`config.mk`:
```
export PLATFORM = sky130hd
export DESIGN_NAME = poisson_inverse_transform_sampler_top
export DESIGN_NICKNAME = d
export VERILOG_FILES = /design/src/sv/pits_pkg.sv /design/src/sv/poisson_inverse_transform_sampler_top.sv
export SDC_FILE = /design/constraint.sdc
export NUM_CORES = 2
export LEC_CHECK = 0
export BUFFER_PORTS_ARGS = -buffer_cell sky130_fd_sc_hd__buf_2
export CAP_MARGIN = 20
export CORE_ASPECT_RATIO = 1.75
export CORE_MARGIN = 4
export CORE_UTILIZATION = 65
export CTS_CLUSTER_SIZE = 8
export DETAILED_ROUTE_END_ITERATION = 16
export PLACE_DENSITY = 0.82
export SYNTH_ARGS = -nofsm -noshare
export SYNTH_HDL_FRONTEND = slang
export SYNTH_SLANG_ARGS = --single-unit
```
`constraint.sdc`:
```
create_clock -name clk -period 29.7 [get_ports clk]
set_input_delay 8.91 -clock clk [delete_from_list [all_inputs] [get_ports clk]]
set_output_delay 8.91 -clock clk [all_outputs]
set_load 0.01 [all_outputs]
```
`src/sv/pits_pkg.sv`:
```
// ----------------------------------------------------------------------------
// pits_pkg: shared constants for the poisson inverse transform sampler
// widths of the fixed point datapath, register indexes and count saturation
// ----------------------------------------------------------------------------
package pits_pkg;

	localparam int MAX_COUNT = 255;
	localparam int KW        = $clog2(MAX_COUNT + 1);

	localparam int MEAN_W    = 21;
	localparam int PROB_W    = 32;
	localparam int FRAC_PAD  = 15;
	localparam int VAL_W     = 48;
	localparam int HALF_W    = 24;
	localparam int PROD_W    = HALF_W + MEAN_W;
	localparam int DIG_W     = 8;
	localparam int DIV_W     = 56;
	localparam int DIV_STEPS = DIV_W / DIG_W;
	localparam int DCNT_W    = $clog2(DIV_STEPS);
	localparam int COUNT_W   = 8;
	localparam int IDX_W     = 8;
	localparam int CFG_W     = 32;

	localparam logic [MEAN_W-1:0] MEAN_LIMIT = MEAN_W'(1048576);
	localparam logic [MEAN_W-1:0] MEAN_RESET = MEAN_W'(65536);
	localparam logic [PROB_W-1:0] START_RESET = PROB_W'(32'd1580030169);
	localparam logic [VAL_W-1:0]  SAT_VAL = {VAL_W{1'b1}};

	localparam logic [IDX_W-1:0] REG_MEAN  = IDX_W'(0);
	localparam logic [IDX_W-1:0] REG_START = IDX_W'(1);

	typedef logic [KW-1:0] count_t;

	function automatic logic [COUNT_W-1:0] sat_count(input count_t k);
		logic [31:0] kx;
		kx = 32'(k);
		return (kx > 32'd255) ? {COUNT_W{1'b1}} : kx[COUNT_W-1:0];
	endfunction

endpackage

```
`src/sv/poisson_inverse_transform_sampler_top.sv`:
```
// each step of k takes one check, two passes of the shared 24x21 multiplier,
// the 8 bit per cycle divider by k+1 and one accumulate
// requests: one in flight, the next taken once the sequencer is back in idle,
// which needs the output free; a waiting result holds the sequencer in its final check
// reset: asynchronous, clears the sequencer and the output valid, loads the register defaults
// ----------------------------------------------------------------------------
// poisson_inverse_transform_sampler_top
// smallest k whose poisson cumulative probability reaches a uniform request
// ----------------------------------------------------------------------------
module poisson_inverse_transform_sampler_top
	import pits_pkg::*;
(
	input  logic                clk,
	input  logic                arst_n,
	input  logic                cfg_valid,
	output logic                cfg_ready,
	input  logic [IDX_W-1:0]    cfg_index,
	input  logic [CFG_W-1:0]    cfg_data,
	input  logic                s_axis_tvalid,
	output logic                s_axis_tready,
	input  logic [PROB_W-1:0]   s_axis_tdata,   // uniform_p [31:0]
	output logic                m_axis_tvalid,
	input  logic                m_axis_tready,
	output logic [COUNT_W-1:0]  m_axis_tdata,   // count [7:0]
	output logic                m_axis_tuser    // capped [0]
);

	localparam logic [2:0] ST_IDLE   = 3'd0;
	localparam logic [2:0] ST_CHECK  = 3'd1;
	localparam logic [2:0] ST_MUL_HI = 3'd2;
	localparam logic [2:0] ST_MUL_LO = 3'd3;
	localparam logic [2:0] ST_DIV    = 3'd4;
	localparam logic [2:0] ST_ACC    = 3'd5;

	logic [2:0]          state_q;
	logic [MEAN_W-1:0]   mean_q;
	logic [PROB_W-1:0]   start_q;
	logic [MEAN_W-1:0]   mean_use_q;
	logic [VAL_W-1:0]    target_q;
	logic [VAL_W-1:0]    term_q;
	logic [VAL_W-1:0]    sum_q;
	logic [DIV_W-1:0]    acc_q;
	logic [KW-1:0]       rem_q;
	logic [DCNT_W-1:0]   dcnt_q;
	count_t              k_q;
	logic                m_valid_q;
	logic [COUNT_W-1:0]  count_q;
	logic                capped_q;

	logic [HALF_W-1:0]   mul_a;
	logic [PROD_W-1:0]   prod;
	logic [KW-1:0]       rem_nxt;
	logic [DIG_W-1:0]    qdig;
	logic [VAL_W-1:0]    term_new;
	logic [VAL_W:0]      sum_ext;
	logic                out_free;
	logic                hit;
	logic                at_max;

	assign cfg_ready     = 1'b1;
	assign s_axis_tready = (state_q == ST_IDLE);
	assign m_axis_tvalid = m_valid_q;
	assign m_axis_tdata  = count_q;
	assign m_axis_tuser  = capped_q;

	// shared multiplier, upper or lower half of the term
	assign mul_a = (state_q == ST_MUL_HI) ? term_q[VAL_W-1:HALF_W] : term_q[HALF_W-1:0];
	assign prod  = PROD_W'(mul_a) * PROD_W'(mean_use_q);

	// one quotient byte per cycle, restoring steps
	always_comb begin
		logic [KW:0] t;
		logic [KW-1:0] r;
		r = rem_q;
		qdig = '0;
		for (int i = 0; i < DIG_W; i++) begin
			t = {r, acc_q[DIV_W-1-i]};
			if (t >= {1'b0, k_q}) begin
				t = t - {1'b0, k_q};
				qdig[DIG_W-1-i] = 1'b1;
			end
			r = t[KW-1:0];
		end
		rem_nxt = r;
	end

	assign term_new = (acc_q[DIV_W-1:VAL_W] != '0) ? SAT_VAL : acc_q[VAL_W-1:0];
	assign sum_ext  = {1'b0, sum_q} + {1'b0, term_new};

	assign out_free = !m_valid_q || m_axis_tready;
	assign hit      = (sum_q >= target_q);
	assign at_max   = (k_q >= KW'(MAX_COUNT));

	always_ff @(posedge clk or negedge arst_n) begin
		if (!arst_n) begin
			mean_q  <= MEAN_RESET;
			start_q <= START_RESET;
		end else if (cfg_valid && cfg_ready) begin
			if (cfg_index == REG_MEAN) begin
				mean_q <= cfg_data[MEAN_W-1:0];
			end else if (cfg_index == REG_START) begin
				start_q <= cfg_data[PROB_W-1:0];
			end
		end
	end

	always_ff @(posedge clk or negedge arst_n) begin
		if (!arst_n) begin
			state_q   <= ST_IDLE;
			m_valid_q <= 1'b0;
			k_q       <= '0;
			dcnt_q    <= '0;
		end else begin
			if ((state_q == ST_CHECK) && (hit || at_max) && out_free) begin
				m_valid_q <= 1'b1;
			end else if (m_axis_tready) begin
				m_valid_q <= 1'b0;
			end
			unique case (state_q)
				ST_IDLE: begin
					if (s_axis_tvalid) begin
						k_q     <= '0;
						state_q <= ST_CHECK;
					end
				end
				ST_CHECK: begin
					if (hit || at_max) begin
						if (out_free) begin
							state_q <= ST_IDLE;
						end
					end else begin
						k_q     <= k_q + KW'(1);
						state_q <= ST_MUL_HI;
					end
				end
				ST_MUL_HI: state_q <= ST_MUL_LO;
				ST_MUL_LO: begin
					dcnt_q  <= '0;
					state_q <= ST_DIV;
				end
				ST_DIV: begin
					dcnt_q <= dcnt_q + DCNT_W'(1);
					if (dcnt_q == DCNT_W'(DIV_STEPS - 1)) begin
						state_q <= ST_ACC;
					end
				end
				ST_ACC: state_q <= ST_CHECK;
				default: state_q <= ST_IDLE;
			endcase
		end
	end

	// datapath, no reset
	always_ff @(posedge clk) begin
		unique case (state_q)
			ST_IDLE: begin
				target_q   <= {1'b0, s_axis_tdata, FRAC_PAD'(0)};
				mean_use_q <= (mean_q > MEAN_LIMIT) ? MEAN_LIMIT : mean_q;
				term_q     <= {1'b0, start_q, FRAC_PAD'(0)};
				sum_q      <= {1'b0, start_q, FRAC_PAD'(0)};
			end
			ST_CHECK: begin
				if ((hit || at_max) && out_free) begin
					count_q  <= sat_count(k_q);
					capped_q <= !hit;
				end
			end
			ST_MUL_HI: acc_q <= DIV_W'(prod) << DIG_W;
			ST_MUL_LO: begin
				acc_q <= acc_q + DIV_W'(prod >> 16);
				rem_q <= '0;
			end
			ST_DIV: begin
				acc_q <= {acc_q[DIV_W-DIG_W-1:0], qdig};
				rem_q <= rem_nxt;
			end
			ST_ACC: begin
				term_q <= term_new;
				sum_q  <= sum_ext[VAL_W] ? SAT_VAL : sum_ext[VAL_W-1:0];
			end
			default: ;
		endcase
	end

`ifndef SYNTH
	a_k_bound: assert property (@(posedge clk) disable iff (!arst_n)
		k_q <= KW'(MAX_COUNT))
		else $error("count beyond search limit");

	a_rem_bound: assert property (@(posedge clk) disable iff (!arst_n)
		(state_q == ST_DIV) |-> (rem_q < k_q))
		else $error("divider remainder not below divisor");

	a_capped_count: assert property (@(posedge clk) disable iff (!arst_n)
		(m_axis_tvalid && m_axis_tuser) |-> (m_axis_tdata == sat_count(KW'(MAX_COUNT))))
		else $error("capped result without maximum count");

	a_start: assert property (@(posedge clk) disable iff (!arst_n)
		(s_axis_tvalid && s_axis_tready) |=> (state_q == ST_CHECK && k_q == '0))
		else $error("request did not start a search at zero");
`endif

endmodule
```
### After elaboration in Yosys (flattened, before gate mapping)

Cells that the tools add are included.

* flip-flop bits (word level): 290
* input bits: 77
* output and inout bits: 12
* word-level logic and storage cells: 104

* add/sub/neg operators: 12
* multipliers: 1
* magnitude comparators: 11
* equal/unequal tests: 11
* muxes and demuxes: 34
* bitwise operators: 1
* reductions and logical operators: 20

Operators by type and width (number)
* $pmux 48 s2: 2
* $pmux 56 s3: 1
* $mux 48: 2
* $mux 8: 10
* $ge 9x8->1: 8
* $sub 8x8->8: 8
* $add 56x29->56: 1
* $add 48x48->49: 1
* $ge 48x47->1: 1
* $mul 24x21->45: 1
* $pmux 8 s2: 2
* $mux 24: 1
* $gt 21x21->1 const B: 1
* $pmux 3 s6: 1
* $mux 3: 4
* $mux 1: 10
* $eq 3x3->1 const B: 3
* $reduce_and 3->1: 3
* $add 8x1->8 const B: 1
* $eq 8x1->1 const B: 1
* $ge 8x8->1 const B: 1
* $logic_not 8->1: 1
* $reduce_bool 2->1: 4
* $reduce_bool 8->1: 1
* other kinds (13): 21

### Logic depth before layout (Yosys ltp)

* depth after elaboration: 17
* depth in mapped cells: 93
* depth with buffers taken out: 88

### Worst setup path after synthesis

No wires, ideal clock.

* kind: register -> register
* start point: reg k_q[1]
* end point: reg acc_q[0], data pin
* library setup time: 256 ps
* arrival: 17330 ps
* data required time: 29444 ps
* setup slack: 12113 ps
* cell stages (with the launch flop): 89
* path buffers: 5
* period minus slack after synthesis: 17587 ps
* cells stage by stage: dfrtp_1 > inv_1 > ha_1 > a2111oi_0 > o21ai_1 > a21oi_2 > mux2_2 > inv_1 > ha_1 > nor2b_1 > o31a_1 > o41a_1 > o32a_1 > a21oi_2 > buf_2 > mux2_2 > inv_1 > ha_1 > [53 not listed] > nand2b_1 > nor3b_1 > mux2_4 > buf_6 > mux2i_1 > ha_1 > a21o_1 > a21o_1 > a21oi_1 > o21bai_1 > a21o_1 > a21oi_1 > o21ai_0 > a21o_1 > a31oi_1 > o211ai_4 > buf_6 > a22o_1

* cells in the longest elaborated chain, start to end: 17
* elaborated cells on any way between the ends: 24
* those cells by class: add/sub: 7; order compare: 8; mux: 9

Ends and longest elaborated chain
* start: declaration: RTL line poisson_inverse_transform_sampler_top.sv:45 `count_t k_q;`
* start signal: assignment: RTL line poisson_inverse_transform_sampler_top.sv:132 `k_q <= k_q + KW'(1);`
* $sub 8x8->8 / $ge 9x8->1 (equally long branches): RTL line poisson_inverse_transform_sampler_top.sv:79, poisson_inverse_transform_sampler_top.sv:78
* $mux 8: RTL line poisson_inverse_transform_sampler_top.sv:78 `if (t >= {1'b0, k_q}) begin`
* $sub 8x8->8 / $ge 9x8->1 (equally long branches): RTL line poisson_inverse_transform_sampler_top.sv:79, poisson_inverse_transform_sampler_top.sv:78
* $mux 8: RTL line poisson_inverse_transform_sampler_top.sv:78
* $sub 8x8->8 / $ge 9x8->1 (equally long branches): RTL line poisson_inverse_transform_sampler_top.sv:79, poisson_inverse_transform_sampler_top.sv:78
* $mux 8: RTL line poisson_inverse_transform_sampler_top.sv:78
* $sub 8x8->8 / $ge 9x8->1 (equally long branches): RTL line poisson_inverse_transform_sampler_top.sv:79, poisson_inverse_transform_sampler_top.sv:78
* $mux 8: RTL line poisson_inverse_transform_sampler_top.sv:78
* $sub 8x8->8 / $ge 9x8->1 (equally long branches): RTL line poisson_inverse_transform_sampler_top.sv:79, poisson_inverse_transform_sampler_top.sv:78
* $mux 8: RTL line poisson_inverse_transform_sampler_top.sv:78
* $sub 8x8->8 / $ge 9x8->1 (equally long branches): RTL line poisson_inverse_transform_sampler_top.sv:79, poisson_inverse_transform_sampler_top.sv:78
* $mux 8: RTL line poisson_inverse_transform_sampler_top.sv:78
* $sub 8x8->8 / $ge 9x8->1 (equally long branches): RTL line poisson_inverse_transform_sampler_top.sv:79, poisson_inverse_transform_sampler_top.sv:78
* $mux 8: RTL line poisson_inverse_transform_sampler_top.sv:78
* $ge 9x8->1 (*): RTL line poisson_inverse_transform_sampler_top.sv:78
* $mux 1 (*): RTL line poisson_inverse_transform_sampler_top.sv:78
* $pmux 56 s3 (*): RTL line poisson_inverse_transform_sampler_top.sv:155 `unique case (state_q)`
* end signal: assignment: RTL line poisson_inverse_transform_sampler_top.sv:168 `ST_MUL_HI: acc_q <= DIV_W'(prod) << DIG_W;`
* end signal: assignment: RTL line poisson_inverse_transform_sampler_top.sv:170 `acc_q <= acc_q + DIV_W'(prod >> 16);`
* end signal: assignment: RTL line poisson_inverse_transform_sampler_top.sv:174 `acc_q <= {acc_q[DIV_W-DIG_W-1:0], qdig};`
* end: declaration: RTL line poisson_inverse_transform_sampler_top.sv:42 `logic [DIV_W-1:0] acc_q;`

Mark *: on every way between the ends. The rest lies on a longest branch, timed or not.
A chain may end at the register's enable or synchronous reset.

### Worst setup path in the final report

* start point: reg k_q[1]
* end point: reg rem_q[4], data pin

* cells in the longest elaborated chain, start to end: 17
* elaborated cells on any way between the ends: 25
* those cells by class: add/sub: 8; order compare: 8; mux: 9

Ends and longest elaborated chain
* $sub 8x8->8 / $ge 9x8->1 (equally long branches): RTL line poisson_inverse_transform_sampler_top.sv:79, poisson_inverse_transform_sampler_top.sv:78
* $mux 8: RTL line poisson_inverse_transform_sampler_top.sv:78
* $sub 8x8->8 / $ge 9x8->1 (equally long branches): RTL line poisson_inverse_transform_sampler_top.sv:79, poisson_inverse_transform_sampler_top.sv:78
* $mux 8: RTL line poisson_inverse_transform_sampler_top.sv:78
* $sub 8x8->8 / $ge 9x8->1 (equally long branches): RTL line poisson_inverse_transform_sampler_top.sv:79, poisson_inverse_transform_sampler_top.sv:78
* $mux 8: RTL line poisson_inverse_transform_sampler_top.sv:78
* $sub 8x8->8 / $ge 9x8->1 (equally long branches): RTL line poisson_inverse_transform_sampler_top.sv:79, poisson_inverse_transform_sampler_top.sv:78
* $mux 8: RTL line poisson_inverse_transform_sampler_top.sv:78
* $sub 8x8->8 / $ge 9x8->1 (equally long branches): RTL line poisson_inverse_transform_sampler_top.sv:79, poisson_inverse_transform_sampler_top.sv:78
* $mux 8: RTL line poisson_inverse_transform_sampler_top.sv:78
* $sub 8x8->8 / $ge 9x8->1 (equally long branches): RTL line poisson_inverse_transform_sampler_top.sv:79, poisson_inverse_transform_sampler_top.sv:78
* $mux 8: RTL line poisson_inverse_transform_sampler_top.sv:78
* $sub 8x8->8 / $ge 9x8->1 (equally long branches): RTL line poisson_inverse_transform_sampler_top.sv:79, poisson_inverse_transform_sampler_top.sv:78
* $mux 8: RTL line poisson_inverse_transform_sampler_top.sv:78
* $ge 9x8->1 / $sub 8x8->8 (equally long branches): RTL line poisson_inverse_transform_sampler_top.sv:78, poisson_inverse_transform_sampler_top.sv:79
* $mux 8 (*): RTL line poisson_inverse_transform_sampler_top.sv:78
* $pmux 8 s2 (*): RTL line poisson_inverse_transform_sampler_top.sv:155
* end signal: assignment: RTL line poisson_inverse_transform_sampler_top.sv:175 `rem_q <= rem_nxt;`
* end: declaration: RTL line poisson_inverse_transform_sampler_top.sv:43 `logic [KW-1:0] rem_q;`

Marks and branches as above.

==> impl_metrics.env <==
export IMPL_core_area_um2=55200
export IMPL_synth_area_um2=36300
export IMPL_critPathMaxFanout=14
export IMPL_fin_util_pct=69.7
export IMPL_area_growth_syn_to_layout_pct=6.01
export IMPL_cts_tree="done"
export IMPL_rows=114
export IMPL_pin_count=89
export IMPL_drc_errors=0
export IMPL_synth_fp_nets=4634
export IMPL_slew_headroom_pct=19.3
export IMPL_hold_buffers=0
export IMPL_wire_per_inst_um=22.0
export IMPL_layout_commonest_cell="inv_1"
export IMPL_synth_top_area_cell="fa_1"
export IMPL_final_nets=4631
export IMPL_antenna_found_initial=0
export IMPL_yosys_cell_types_count=88
export IMPL_io_buffers=87
export IMPL_highest_layer="met4"
export IMPL_netlist_instances=3801
export IMPL_cts_made_buffers=42
export IMPL_crit_path_end="rem_q[4]"
export IMPL_rsz0062_at_grt="no"
export IMPL_gr_total_overflow=0
export IMPL_drt_iter0_drc=1906
export IMPL_period_share_pct=67.7
export IMPL_start_util_pct=65.7
export IMPL_worst_path_dominant_cell_family="compound AO/OA/AOI/OAI gates"
export IMPL_ys_seq_elements=290
export IMPL_wl_met3_mm=5.67
export IMPL_clk_pin_slew_ps=60
export IMPL_r2r_slack_ps=9600
export IMPL_place_hpwl_mm=77.8
export IMPL_die_y_um=321
export IMPL_ys_top_cells_by_area="fa_1 23%, edfxtp_1 18%, ha_1 11%"
export IMPL_htree_levels=2
export IMPL_startpoint="k_q[1]"
export IMPL_finalHoldViolCount=0
export IMPL_cts_root_buf="clkbuf_16"
export IMPL_multi_input_area_um2=25400
export IMPL_clockBufferDepth=3
export IMPL_die_area_um2=59800
export IMPL_crit_path_end_kind="flip-flop"
export IMPL_die_width_um=187
export IMPL_finalClockSkew_ps=30.7
export IMPL_timing_rr_end="rem_q[4]"
export IMPL_drive_above_1_share_pct=9.41
export IMPL_tightest_slew_ps=1210
export IMPL_synth_edf_count=222
export IMPL_finalSetupTns_ps=0
export IMPL_critical_path_class="reg2reg"
export IMPL_yosys_warnings=0
export IMPL_post_cts_buffers=0
export IMPL_synth_flop_cell="edfxtp_1"
export IMPL_synth_top_area_share_pct=23.5
export IMPL_reg2regPathDepth=85
export IMPL_period_needed_ps=20100
export IMPL_grt_pass1_vias=30500
export IMPL_crit_path_top_delay_cell="o41ai_1"
export IMPL_clock_latency_ps=560
export IMPL_outcome="finished clean"
export IMPL_fillers=4174
export IMPL_critPathRequiredTime_ps=29980
export IMPL_seq_area_um2=8390
export IMPL_wl_met1_mm=33.1
export IMPL_arrival_ps=20380
export IMPL_setup_violations=0
export IMPL_via_per_inst=6.26
export IMPL_firstDrtPassIters=6
export IMPL_globalplace_congestion=0.976
export IMPL_num_vias=28300
export IMPL_crit_top_cell="o21ai_0"
export IMPL_grt_start_max_net_pins=74
export IMPL_layout_common_cells="518 x inv_1, 425 x fa_1, 415 x nand2_1, 331 x ha_1, 222 x edfxtp_1"
export IMPL_track_usage_pct=33.4
export IMPL_cap_violations=0
export IMPL_r2r_start="k_q[1]"
export IMPL_async_reset_ff_share_pct=23.4
export IMPL_cts_sinks=290
export IMPL_wl_mm=99.4
export IMPL_worstSetupStartpointType="flip-flop"
export IMPL_avgSynthCellArea_um2=9.54
export IMPL_slew_violations=0
export IMPL_ant_nets=0
export IMPL_critPathMaxStageDelay_ps=490
export IMPL_critPathBufInv=7
export IMPL_hold_path_class="reg2reg"
export IMPL_grt_pass1_wl_mm=159
export IMPL_yosysSeqAreaShare_pct=23.1
export IMPL_postCtsResizedCells=0
export IMPL_clock_fmax_mhz=49.8
export IMPL_met2_length_mm=52.3
export IMPL_path_depth=85
## stage by stage
step | hold slack [ps] | area, µm² | setup WS, ps | std cells
floorplan | 479 | 36300 | 12110 | 3801
global placement | 489 | 37200 | 10050 | 4449
detailed placement | 495 | 37200 | 9810 | 4449
CTS | 511 | 38400 | 9720 | 4521
global route | 529 | 38500 | 7660 | 4522
finish | 515 | 38500 | 9600 | 4523
## how the worst min path moves through the flow
stage,endpoint,cells after the start,start,slack (ps)
2_1_floorplan,dcnt_q[1],2,dcnt_q[1],480
3_3_place_gp,start_q[13],1,start_q[13],490
3_5_place_dp,start_q[24],1,start_q[24],490
4_1_cts,start_q[20],1,start_q[20],510
5_1_grt,start_q[23],1,start_q[23],530
6_report,start_q[2],1,start_q[2],520
## worst reg2reg max path, delay by kind of cell, from the launching register on
| family | cells | cell delay, ps |
|---|---|---|
| DFF | 1 | 350 |
| muxes | 6 | 2260 |
| AOI/OAI and AO/OA | 48 | 11360 |
| buffers and inverters | 7 | 1070 |
| adders and majority gates | 8 | 2230 |
| and+or+nand+nor | 16 | 2610 |
## state kept, by name, summed over array words and instances, names as in the netlist, 21 cells and up
signal / cells
start_q: 32
target_q: 32
term_q: 48
mean_use_q: 21
mean_q: 21
acc_q: 56
sum_q: 48
## per-layer routing
layer | global-route usage [%] | vias to the layer above
met4 | 23.6 | 0
met5 | 0 | -
met1 | 35.4 | 14000
met2 | 61.5 | 1229
met3 | 3.87 | 462
li1 | - | 12600
## layout make-up
cell class | count | area share (%)
Antenna cell | 1 | 0.00651
Clock buffer | 68 | 3.04
Clock inverter | 4 | 0.208
Inverter | 518 | 5.06
Multi-Input combinational cell | 2832 | 65.9
Sequential cell | 290 | 21.8
Tap cell | 696 | 2.26
Timing Repair Buffer | 114 | 1.68
## synthesized netlist by cell type (38+ instances only)
| library cell | instances |
|---|---|
| inv_1 | 518 |
| a22oi_1 | 40 |
| nor2_1 | 189 |
| nor2b_1 | 44 |
| dfrtp_1 | 50 |
| or2_2 | 54 |
| xnor2_1 | 106 |
| clkbuf_1 | 151 |
| xor2_1 | 68 |
| fa_1 | 425 |
| a21o_1 | 112 |
| o21ai_0 | 140 |
| nand3_1 | 38 |
| ha_1 | 331 |
| edfxtp_1 | 222 |
| and2_1 | 207 |
| nand2b_1 | 50 |
| a21oi_1 | 186 |
| mux2_2 | 101 |
| nand2_1 | 415 |
## cells by family (layout without fill, tap and decap cells)
kind of cell / count (synthesis) / in the layout / synth area share (%)
AO/OA/AOI/OAI: 669 / 669 / 12.0
adder cells (fa/ha/maj): 756 / 756 / 34.9
buffers and inverters: 679 / 704 / 7.10
multiplexers: 120 / 120 / 3.69
AND/OR/NAND/NOR: 1112 / 1112 / 15.0
XOR/XNOR: 174 / 174 / 4.20
other: 1 / 2 / 0.0103
flip-flops: 290 / 290 / 23.1
Power is left out: the tool's default activity adds up to more than one toggle a clock period on the data nets, which glitch-free logic cannot reach.
